--- src/rtl/assert_macros.svh ---
// Assertion macros shared by the RTL of the color difference block.
// No dependencies; define NO_ASSERTIONS to compile the checks out.
`ifndef ASSERT_MACROS_SVH
`define ASSERT_MACROS_SVH
`ifndef NO_ASSERTIONS
// Clocked check, ignored while the reset is high.
`define ASSERT_CLKD(lbl, clk, rst, prop) \
   lbl: assert property (@(posedge clk) disable iff (rst) prop) \
      else $error("assertion failed");
// Clocked check, evaluated on every edge.
`define ASSERT_ALWAYS(lbl, clk, prop) \
   lbl: assert property (@(posedge clk) prop) else $error("assertion failed");
`else
`define ASSERT_CLKD(lbl, clk, rst, prop)
`define ASSERT_ALWAYS(lbl, clk, prop)
`endif
`endif

--- src/rtl/cie76_pkg.sv ---
// Shared constants, types and elaboration-time functions for the CIE76 delta E block.
// No dependencies; imported by every RTL module of the block.
`default_nettype none

package cie76_pkg;

   localparam int unsigned CHANNEL_BITS_DEF = 8;

   // Q30 linear light, 0 .. 1.0
   localparam int unsigned LIN_W = 31;
   localparam longint unsigned ONE_Q30 = 64'd1 << 30;

   // sRGB to XYZ matrix, rows X, Y, Z, scaled by 1e5 (Y row by 1e4; per white divisor below)
   localparam int unsigned COEF_W = 17;
   typedef logic [COEF_W-1:0] coef_type;
   localparam coef_type MAT_COEF [3][3] = '{
      '{17'd41240, 17'd35760, 17'd18050},
      '{17'd2126,  17'd7152,  17'd722},
      '{17'd1930,  17'd11920, 17'd95050}
   };
   localparam int unsigned X_DIV = 95047;
   localparam int unsigned Y_DIV = 10000;
   localparam int unsigned Z_DIV = 108883;

   localparam int unsigned PROD_W   = LIN_W + COEF_W;
   localparam int unsigned SUM_W    = 47;
   localparam int unsigned Y_SUM_W  = 44;

   // constant divider
   localparam int unsigned RECIP_W  = 32;
   localparam int unsigned CDIV_LAT = 4;

   // Lab f()
   localparam int unsigned F_W        = 31;
   localparam int unsigned LINF_T_W   = 24;
   localparam int unsigned LINF_NUM_W = 45;
   localparam int unsigned LINF_DIV   = 116000;
   localparam int unsigned F_SLOPE    = 903292;
   localparam logic [LINF_NUM_W-1:0] F_OFFSET = LINF_NUM_W'(64'd16000 << 30);
   localparam logic [F_W-1:0] F_KNEE = F_W'((64'd8856 << 30) / 64'd1000000);
   localparam int unsigned LABF_LAT = F_W + 1;

   // distance
   localparam int unsigned DF_W       = 34;
   localparam int unsigned DIFF_SHIFT = 14;
   localparam int unsigned K_W        = 9;
   localparam logic [K_W-1:0] DIFF_K [3] = '{9'd116, 9'd500, 9'd200};
   localparam int unsigned COMP_W     = 27;
   localparam int unsigned SQ_W       = 2 * COMP_W;
   localparam int unsigned SS_W       = SQ_W + 2;
   localparam int unsigned ROOT_W     = SS_W / 2;
   localparam int unsigned DE_W       = 17;
   localparam int unsigned DE_FRAC    = 8;
   localparam int unsigned RSP_TDATA_W = 24;

   localparam int unsigned PIPE_LAT = 3 + CDIV_LAT + LABF_LAT + 4 + ROOT_W + 1;

   function automatic longint unsigned mul_q30(input longint unsigned a,
                                               input longint unsigned b);
      return (a * b) >> 30;
   endfunction

   function automatic longint unsigned fifth_root_q30(input longint unsigned t);
      longint unsigned r, c, c2, c4, c5;
      r = 0;
      for (int bp = 30; bp >= 0; bp--) begin
         c = r | (64'd1 << bp);
         if (c <= ONE_Q30) begin
            c2 = mul_q30(c, c);
            c4 = mul_q30(c2, c2);
            c5 = mul_q30(c4, c);
            if (c5 <= t) r = c;
         end
      end
      return r;
   endfunction

   // Bitwise quotient search; only evaluated while building the gamma table.
   function automatic longint unsigned quo_search(input longint unsigned n,
                                                  input longint unsigned d);
      longint unsigned q, c;
      q = 0;
      for (int bp = 32; bp >= 0; bp--) begin
         c = q | (64'd1 << bp);
         if (c * d <= n) q = c;
      end
      return q;
   endfunction

   // sRGB gamma expansion of one code, Q30
   function automatic logic [LIN_W-1:0] lin_q30(input longint unsigned v,
                                                input int unsigned bits);
      longint unsigned m, x, x2;
      m = (64'd1 << bits) - 64'd1;
      if (v * 64'd100000 > 64'd4045 * m) begin
         x  = quo_search((64'd1000 * v + 64'd55 * m) << 30, 64'd1055 * m);
         x2 = mul_q30(x, x);
         return LIN_W'(mul_q30(x2, fifth_root_q30(x2)));
      end
      return LIN_W'(quo_search((v * 64'd100) << 30, 64'd1292 * m));
   endfunction

endpackage

`default_nettype wire

--- src/rtl/cie76_cdiv.sv ---
// Pipelined division of an unsigned value by a constant (reciprocal multiply, one fixup).
// Depends on cie76_pkg; registers products, estimate, check, result; advances when adv is high.
`default_nettype none

module cie76_cdiv #(
   parameter int unsigned DIVISOR = 3,
   parameter int unsigned NUM_W   = 16,
   parameter int unsigned Q_W     = 16
) (
   input  logic             clock,
   input  logic             adv,
   input  logic [NUM_W-1:0] num,
   output logic [Q_W-1:0]   quo
);
   import cie76_pkg::*;

   localparam int unsigned LO_W  = NUM_W / 2;
   localparam int unsigned HI_W  = NUM_W - LO_W;
   localparam int unsigned PH_W  = HI_W + RECIP_W;
   localparam int unsigned PL_W  = LO_W + RECIP_W;
   localparam int unsigned ACC_W = NUM_W + RECIP_W + 1;
   localparam int unsigned DV_W  = $clog2(DIVISOR + 1);
   localparam int unsigned PQ_W  = Q_W + DV_W;
   // floor(2^NUM_W / D): estimate is low by at most one
   localparam logic [RECIP_W-1:0] RECIP = RECIP_W'((64'd1 << NUM_W) / 64'(DIVISOR));

   logic [PH_W-1:0]  ph_ff, ph_in;
   logic [PL_W-1:0]  pl_ff, pl_in;
   logic [NUM_W-1:0] n1_ff, n2_ff, n3_ff;
   logic [ACC_W-1:0] acc;
   logic [Q_W-1:0]   q0_ff, q0_in, q3_ff, quo_ff, quo_in;
   logic [NUM_W-1:0] qd_ff, qd_in, rem;

   always_comb begin
      ph_in  = PH_W'(num[NUM_W-1:LO_W]) * PH_W'(RECIP);
      pl_in  = PL_W'(num[LO_W-1:0]) * PL_W'(RECIP);
      acc    = (ACC_W'(ph_ff) << LO_W) + ACC_W'(pl_ff);
      q0_in  = Q_W'(acc >> NUM_W);
      qd_in  = NUM_W'(PQ_W'(q0_ff) * PQ_W'(DIVISOR));
      rem    = n3_ff - qd_ff;
      quo_in = (rem >= NUM_W'(DIVISOR)) ? q3_ff + Q_W'(1) : q3_ff;
   end

   always_ff @(posedge clock) begin
      if (adv) begin
         ph_ff  <= ph_in;
         pl_ff  <= pl_in;
         n1_ff  <= num;
         q0_ff  <= q0_in;
         n2_ff  <= n1_ff;
         qd_ff  <= qd_in;
         q3_ff  <= q0_ff;
         n3_ff  <= n2_ff;
         quo_ff <= quo_in;
      end
   end

   assign quo = quo_ff;

endmodule

`default_nettype wire

--- config.mk ---
export PLATFORM = sky130hd
export DESIGN_NAME = cie76_cdiv
export DESIGN_NICKNAME = d
export VERILOG_FILES = /design/src/rtl/assert_macros.svh /design/src/rtl/cie76_pkg.sv /design/src/rtl/cie76_cdiv.sv
export SDC_FILE = /design/constraint.sdc
export NUM_CORES = 1
export LEC_CHECK = 0
export BUFFER_PORTS_ARGS = -buffer_cell sky130_fd_sc_hd__buf_2
export CAP_MARGIN = 40
export CORE_MARGIN = 8
export CORE_UTILIZATION = 68
export DETAILED_ROUTE_END_ITERATION = 10
export GPL_TIMING_DRIVEN = 0
export PLACE_DENSITY = 0.86
export SYNTH_ARGS = -nofsm -noshare
export SYNTH_HDL_FRONTEND = slang
export SYNTH_SLANG_ARGS = --single-unit
--- constraint.sdc ---
create_clock -name clock -period 9.1 [get_ports clock]
set_input_delay 0.91 -clock clock [delete_from_list [all_inputs] [get_ports clock]]
set_output_delay 0.91 -clock clock [all_outputs]
set_load 0.05 [all_outputs]
### After elaboration in Yosys (flattened, before gate mapping)

Index checks and enable logic that the tools add are counted.

* word-level logic and storage cells: 17
* register bits after elaboration: 158
* output and inout port bits: 16
* input bits: 18

* $mul: 3
* multiplexer cells: 1
* add/sub/neg operators: 3
* order comparisons: 1

Operators with widths (number)
* multiplier 8 x 15 -> 23 bit (second input constant): 2
* adder 31 x 23 -> 32 bit: 1
* adder 16 x 1 -> 16 bit (second input constant): 1
* >= comparator 16 x 2 -> 1 bit (second input constant): 1
* multiplier 16 x 2 -> 16 bit (second input constant): 1
* two-way mux 16 bit: 1
* subtractor 16 bit: 1

### Depth between registers and ports, before layout

Gate-level depths: netlist of run 1.

* depth after elaboration: 3
* depth in mapped cells: 15
* mapped depth without buffers: 15

### Least setup slack after synthesis of run 1

Ideal clock, no wire load.

* path type: in2reg
* from: in num[10]
* to: reg ph_ff[22] (data pin)
* data arrival time: 4580 ps
* slack: 4385 ps
* path buffers: 1
* cell stages on the path: 15
* setup time: 135 ps
* data required time: 8965 ps
* cells stage by stage: ha_1 > fa_1 > inv_1 > fa_1 > inv_1 > fa_1 > ha_1 > clkbuf_1 > nand2_1 > nand2_1 > a31oi_1 > o21ai_0 > o41a_1 > or4_1 > nand3_1

* cells in the longest elaborated chain, start to end: 1

RTL lines
* start: declaration: RTL line cie76_cdiv.sv:12 `input logic [NUM_W-1:0] num,`
* multiplier 8 x 15 -> 23 bit: RTL line cie76_cdiv.sv:35 `ph_in = PH_W'(num[NUM_W-1:LO_W]) * PH_W'(RECIP);`
* named net ph_in[22]: RTL line cie76_cdiv.sv:27 `logic [PH_W-1:0] ph_ff, ph_in;`
* end signal: assignment: RTL line cie76_cdiv.sv:46 `ph_ff <= ph_in;`
* end: declaration: RTL line cie76_cdiv.sv:27

The timed path passes the listed nets, and every way through them passes these cells.
A chain may end at the register's enable or synchronous reset.

### Final worst setup path of run 1

* from: in num[2]
* to: reg pl_ff[22] (data pin)

* cells in the longest elaborated chain, start to end: 1

RTL lines
* multiplier 8 x 15 -> 23 bit: RTL line cie76_cdiv.sv:36 `pl_in = PL_W'(num[LO_W-1:0]) * PL_W'(RECIP);`
* named net pl_in[22]: RTL line cie76_cdiv.sv:28 `logic [PL_W-1:0] pl_ff, pl_in;`
* end signal: assignment: RTL line cie76_cdiv.sv:47 `pl_ff <= pl_in;`
* end: declaration: RTL line cie76_cdiv.sv:28

The timed path passes the listed nets, and every way through them passes these cells.

==> results of run 1 <==
[registers in the layout, indices dropped and copies added (netlist names)]
register and flops:
ph_ff 21, n1_ff 16, n2_ff 16, n3_ff 16, q0_ff 16, q3_ff 16
quo 16, pl_ff 15, qd_ff 15
[metal layers]
layer,vias to the layer above,global-route usage,share of wire
li1,2920,-,-
met1,2899,0.224,0.40
met2,230,0.373,0.53
met3,44,0.0415,0.050
met4,0,0.0934,0.026
met5,-,0,0
[report_power, final]
group	switching [µW]	leakage (µW)	internal [µW]	total [µW]
Sequential	103	0.00144	1060	1160
Clock	259	0.000279	429	689
Combinational	1010	0.00262	715	1720
Total	1370	0.00434	2210	3580
[critical path, delay by kind of cell]
family	cells	cell delay, ns
adder cells (fa/ha/maj)	5	2.24
AO/OA/AOI/OAI	2	0.78
buffers and inverters	4	0.59
AND/OR/NAND/NOR	3	0.45
XOR/XNOR	1	0.09
[synthesized netlist by cell type (19+ instances only)]
cell type | number | area, µm²
nand2_1 | 19 | 71.3
ha_1 | 117 | 1460
xnor2_1 | 46 | 403
nor3_1 | 20 | 100
nand3_1 | 24 | 120
edfxtp_1 | 147 | 4410
nor2_1 | 31 | 116
o21ai_0 | 20 | 100
fa_1 | 25 | 500
inv_1 | 79 | 297
a21oi_1 | 37 | 185
[cells in the final DEF (no fill, tap or decap), drive strengths merged, types with 5 or more instances in the layout]
cell type    n
nor4         7
xor2        18
o21ai       20
o21a         7
xnor2       46
nand2b       7
nor3        20
nand3       25
a21o        19
a31oi        7
clkinv       5
and3        13
nor2        31
nand4       11
a21oi       37
fa          25
edfxtp     147
and2         6
clkbuf      25
o2111ai      5
nor2b        6
nand2       19
buf         36
inv         81
ha         117
a211oi       8
[kinds of logic after synthesis]
group                      share of synthesized area
xor gates and xnor gates                      0.0609
AOI/OAI and AO/OA                              0.115
buffers and inverters                         0.0369
adders and majority gates                      0.214
and+or+nand+nor                               0.0907
DFF                                            0.480
muxes                                        0.00340
[area by class of cell]
cell class	instances	area (µm²)	area share
Timing Repair Buffer	34	199	0.0195
Clock buffer	19	433	0.0424
Multi-Input combinational cell	515	4440	0.435
Tap cell	176	220	0.0216
Inverter	79	297	0.0291
Clock inverter	13	156	0.0153
Sequential cell	147	4410	0.433
Buffer	8	42.5	0.00417
[final timing paths]
check / from / end / slack [ns] / depth (start not counted)
worst min-delay path: n1_ff[12]$_DFFE_PP_ / n2_ff[12]$_DFFE_PP_ / 0.42 / 0
worst min register to register: n1_ff[12]$_DFFE_PP_ / n2_ff[12]$_DFFE_PP_ / 0.42 / 0
worst max register to register: q3_ff[0]$_DFFE_PP_ / quo[7]$_DFFE_PP_ / 5.34 / 12
worst max-delay path: num[2] / pl_ff[22]$_DFFE_PP_ / 4.19 / 15
[metrics by stage]
step / utilization / instance area (µm²) / worst slack (ns) / power [µW]
global route: 0.771 / 10200 / 3.99 / 3790
CTS: 0.771 / 10200 / 4.24 / 3550
detailed placement: 0.726 / 9620 / 3.85 / 2820
floorplan: - / 9200 / 4.38 / 2440
finish: 0.771 / 10200 / 4.19 / 3580
global placement: 0.724 / 9580 / 3.96 / 2710
==> impl_metrics.tcl, run 1 <==
set metrics [dict create \
    finalSetupTns_ns 0 \
    fillCellCount 778 \
    grt_max_degree 105 \
    wl_per_cell_um 17.6 \
    via_per_inst 6.15 \
    antenna_found_initial 0 \
    clock_latency_ns 0.42 \
    gp_congestion 0.956 \
    final.period_utilization 0.539 \
    grt_pass1_wl_um 29300 \
    syn-cell-area_um2 9200 \
    synth_cell_type_count 65 \
    slew_viol_final 0 \
    syn_avg_cell_area_um2 12.3 \
    place_inst 959 \
    yosysSeqAreaShare 0.480 \
    grt_pass1_vias 6320 \
    ios 34 \
    crit_fanout 9 \
    via_count 6093 \
    outcome "completed" \
    clk_pin_slew_worst_paths_ns 0.06 \
    skew_ns 0.00791 \
    irDropWorstVdd_uv 236 \
    clock_path_buffers 2 \
    max_stage_delay_ns 0.57 \
    track_usage 0.204 \
    cts-root-buf "clkbuf_16" \
    cts_tree "built" \
    worstMarginPinSlew_ns 0.643 \
    hold_viol_final 0 \
    synthCells 749 \
    yosys_warnings 0 \
    die_h_um 132 \
    numCtsBuffers 17 \
    area_growth_pct 11.0 \
    powerDensity_nw_per_um2 350 \
    synth-edff-count 147 \
    critPathCaptureType "register" \
    rsz0062_at_grt "false" \
    worstPathArrival_ns 5.06 \
    cp_cell_sequence "buf_2 > ha_1 > fa_1 > inv_1 > fa_1 > inv_1 > fa_1 > ha_1 > clkbuf_1 > nand3_1 > o31ai_1 > a41o_1 > nor4_1 > nor3_1 > xor2_1" \
    instances_no_fill 991 \
    crit_path_top_delay_cell "fa_1" \
    holdWs_ns 0.417 \
    synth_fp_nets 909 \
    die_w_um 132 \
    ant_nets 0 \
    fin_nets 962 \
    fmax_mhz 204 \
    slew_headroom 0.560 \
    drv_cap 0 \
    drc 0 \
    diodes 0 \
    async_reset_ff_frac 0 \
    cellLeakagePower_uw 0.00434 \
    drtIter0Drc 434 \
    drive_gt1_frac 0.0994 \
    overflow 0 \
    crit_top_cell "fa_1" \
    worst_setup_path_start_kind "primary input" \
    hp-class "register to register" \
    initial_core_util 0.695 \
    rows 42 \
    post-cts-setup-buffer-count 0 \
    dpl.hpwl_um 12500 \
    dr.pass1.iters 5 \
    routed_wl_um 17400 \
    die-area_um2 17500 \
    cts_resized 0 \
    portBuffers 33 \
    required_ns 9.26 \
    synth-seq-cells 147 \
    clock-sinks 147 \
    fp.coreArea_um2 13200 \
    setup-violations-final 0 \
    ys.flop_type "edfxtp_1" \
    period_minus_slack_ns 4.91 \
    ctsHoldBuffers 0 \
    h-tree-depth 4 \
    worst-setup-path-type "primary input to register" \
]
Note: power is estimated with default switching activity, not from simulation.
==> run 2: changes to the inputs <==
Settings changed: CORE_UTILIZATION 68 to 57, PLACE_DENSITY 0.86 to 0.77.
Clock period 9.1 ns to 4.2 ns, I/O delays scaled along.
==> impl_metrics.tcl, run 2 (synthesis gave the netlist of run 1 again) <==
set metrics [dict create \
    outcome "completed" \
    via_per_inst 5.73 \
    portBuffers 33 \
    worst-setup-path-type "primary input to register" \
    cp_cell_sequence "buf_2 > ha_1 > fa_1 > inv_1 > fa_1 > fa_1 > inv_1 > ha_1 > or2_2 > a21oi_2 > o31ai_2 > a41o_1 > nor4_2 > nor3_1 > xor2_1" \
    diodes 0 \
    intPower_uw 4980 \
    grt_pass1_wl_um 27200 \
    worstPathArrival_ns 4.17 \
    cts-root-buf "clkbuf_16" \
    p_switching_uw 2860 \
    gp_congestion 0.897 \
    numCtsBuffers 17 \
    hp-class "primary input to register" \
    clock_path_buffers 2 \
    netSwitchingFraction 0.365 \
    instances_no_fill 1028 \
    die_w_um 143 \
    slew_headroom 0.611 \
    powerDensity_nw_per_um2 755 \
    clock_latency_ns 0.42 \
    worstRegToRegCells 12 \
    worst_setup_path_start_kind "primary input" \
    place_inst 999 \
    grt_pass1_vias 5924 \
    worstSetupStartpoint "num[4]" \
    routed_wl_um 16400 \
    worstMarginPinSlew_ns 0.578 \
    regMostFlops "ph_ff" \
    fin_nets 959 \
    critPathCaptureType "register" \
    drtIter0Drc 281 \
    track_usage 0.169 \
    largest_register_ffs 21 \
    ctsHoldBuffers 0 \
    initial_core_util 0.581 \
    wl_per_cell_um 16.0 \
    die_h_um 143 \
    pre_cts_slack_ns -0.455 \
    clock_power_share 0.214 \
    combPwrFrac 0.465 \
    fp.coreArea_um2 15800 \
    grtUsageMet2 0.305 \
    hold_viol_final 0 \
    pwr-share-seq 0.321 \
    irDropWorstVdd_uv 403 \
    holdWs_ns 0.215 \
    worst_slack_ns 0.195 \
    grt_busiest_layer "met2" \
    final.period_utilization 0.954 \
    rows 46 \
    ios 34 \
    setup-violations-final 0 \
    grt_max_degree 100 \
    crit_fanout 4 \
    drv_cap 0 \
    period_minus_slack_ns 4.00 \
    use_met1 0.187 \
    max_stage_delay_ns 0.56 \
    skew_ns 0.00800 \
    clk_pin_slew_worst_paths_ns 0.06 \
    rsz0062_at_grt "false" \
    slew_viol_final 0 \
    hold_depth 1 \
    hp-start "num[2]" \
    overflow 0 \
    cts_tree "built" \
    fmax_mhz 250 \
    final_common_cell "edfxtp_1" \
    r2r_start "q3_ff[0]$_DFFE_PP_" \
    crit_path_top_delay_cell "fa_1" \
    h-tree-depth 4 \
    clock-sinks 147 \
    layout_common_cells "edfxtp_1, ha_1, inv_1" \
    post-cts-setup-buffer-count 0 \
    dpl.hpwl_um 12300 \
    antenna_found_initial 0 \
    dr.pass1.iters 4 \
    die-area_um2 20500 \
    crit_top_cell "fa_1" \
    required_ns 4.36 \
    drc 0 \
    fillCellCount 1140 \
    via_count 5892 \
    area_growth_pct 12.9 \
    ant_nets 0 \
    drive_gt1_frac 0.115 \
    grt_use_met3 0.0374 \
    cellLeakagePower_uw 0.00438 \
]
==> run 2: cell types whose count changed in the layout (fill, tap and decap cells not counted), sizes merged <==
cell,previous run,this run
clkinvlp,3,1
clkbuf,25,21
bufinv,3,6
==> run 2: worst max-delay path: cells and delay by family <==
| family | cells | cell delay [ns] |
|---|---|---|
| compound gates | 3 | 0.55 |
| fa+ha+maj | 5 | 2.24 |
| simple gates | 3 | 0.57 |
| xor+xnor | 1 | 0.15 |
| buf+inv | 3 | 0.24 |
==> run 2: routing by layer <==
layer | up-vias | wire, µm
li1 | 2908 | -
met1 | 2834 | 6900
met2 | 117 | 8510
met3 | 33 | 643
met4 | 0 | 397
met5 | - | 0
==> run 2: metrics by stage <==
step                cell area (µm²)  TNS, ns  total power, µW  utilization
floorplan                      9210        0             5310            -
global placement               9640    -1.71             5960        0.609
detailed placement             9680    -2.68             6100        0.611
CTS                           10400        0             7810        0.654
global route                  10400        0             8380        0.656
finish                        10400        0             7840        0.656
==> run 2: final cells by class <==
| class | count | area, µm² | share of cell area |
|---|---|---|---|
| plain buffers | 5 | 31.3 | 0.00301 |
| clock buffers | 18 | 429 | 0.0413 |
| clock inverters | 14 | 231 | 0.0223 |
| inverters | 79 | 297 | 0.0286 |
| multi-input cells | 515 | 4510 | 0.434 |
| flip-flops and latches | 147 | 4410 | 0.425 |
| well taps | 216 | 270 | 0.0260 |
| repair buffers | 34 | 199 | 0.0192 |
==> run 2: power groups by stage <==
stage               Clock (µW)  Sequential [µW]  Combinational [µW]
floorplan                    0             2560                2750
global placement             0             2540                3420
detailed placement           0             2550                3550
CTS                       1700             2520                3590
global route              1760             2560                4050
finish                    1680             2520                3650
==> run 2: worst paths after layout <==
check | to | slack (ns)
setup / recovery | pl_ff[22]$_DFFE_PP_ | 0.20
hold reg to reg | n2_ff[14]$_DFFE_PP_ | 0.42
setup reg to reg | quo[9]$_DFFE_PP_ | 0.42
hold / removal | n1_ff[2]$_DFFE_PP_ | 0.22
==> run 2: timing repair <==
| action | CTS | global route |
|---|---|---|
| resized for setup | 2 | 9 |
| endpoints found under the setup margin | 2 | 4 |
| pin swaps | 0 | 2 |
| hold endpoints to repair | 0 | 0 |
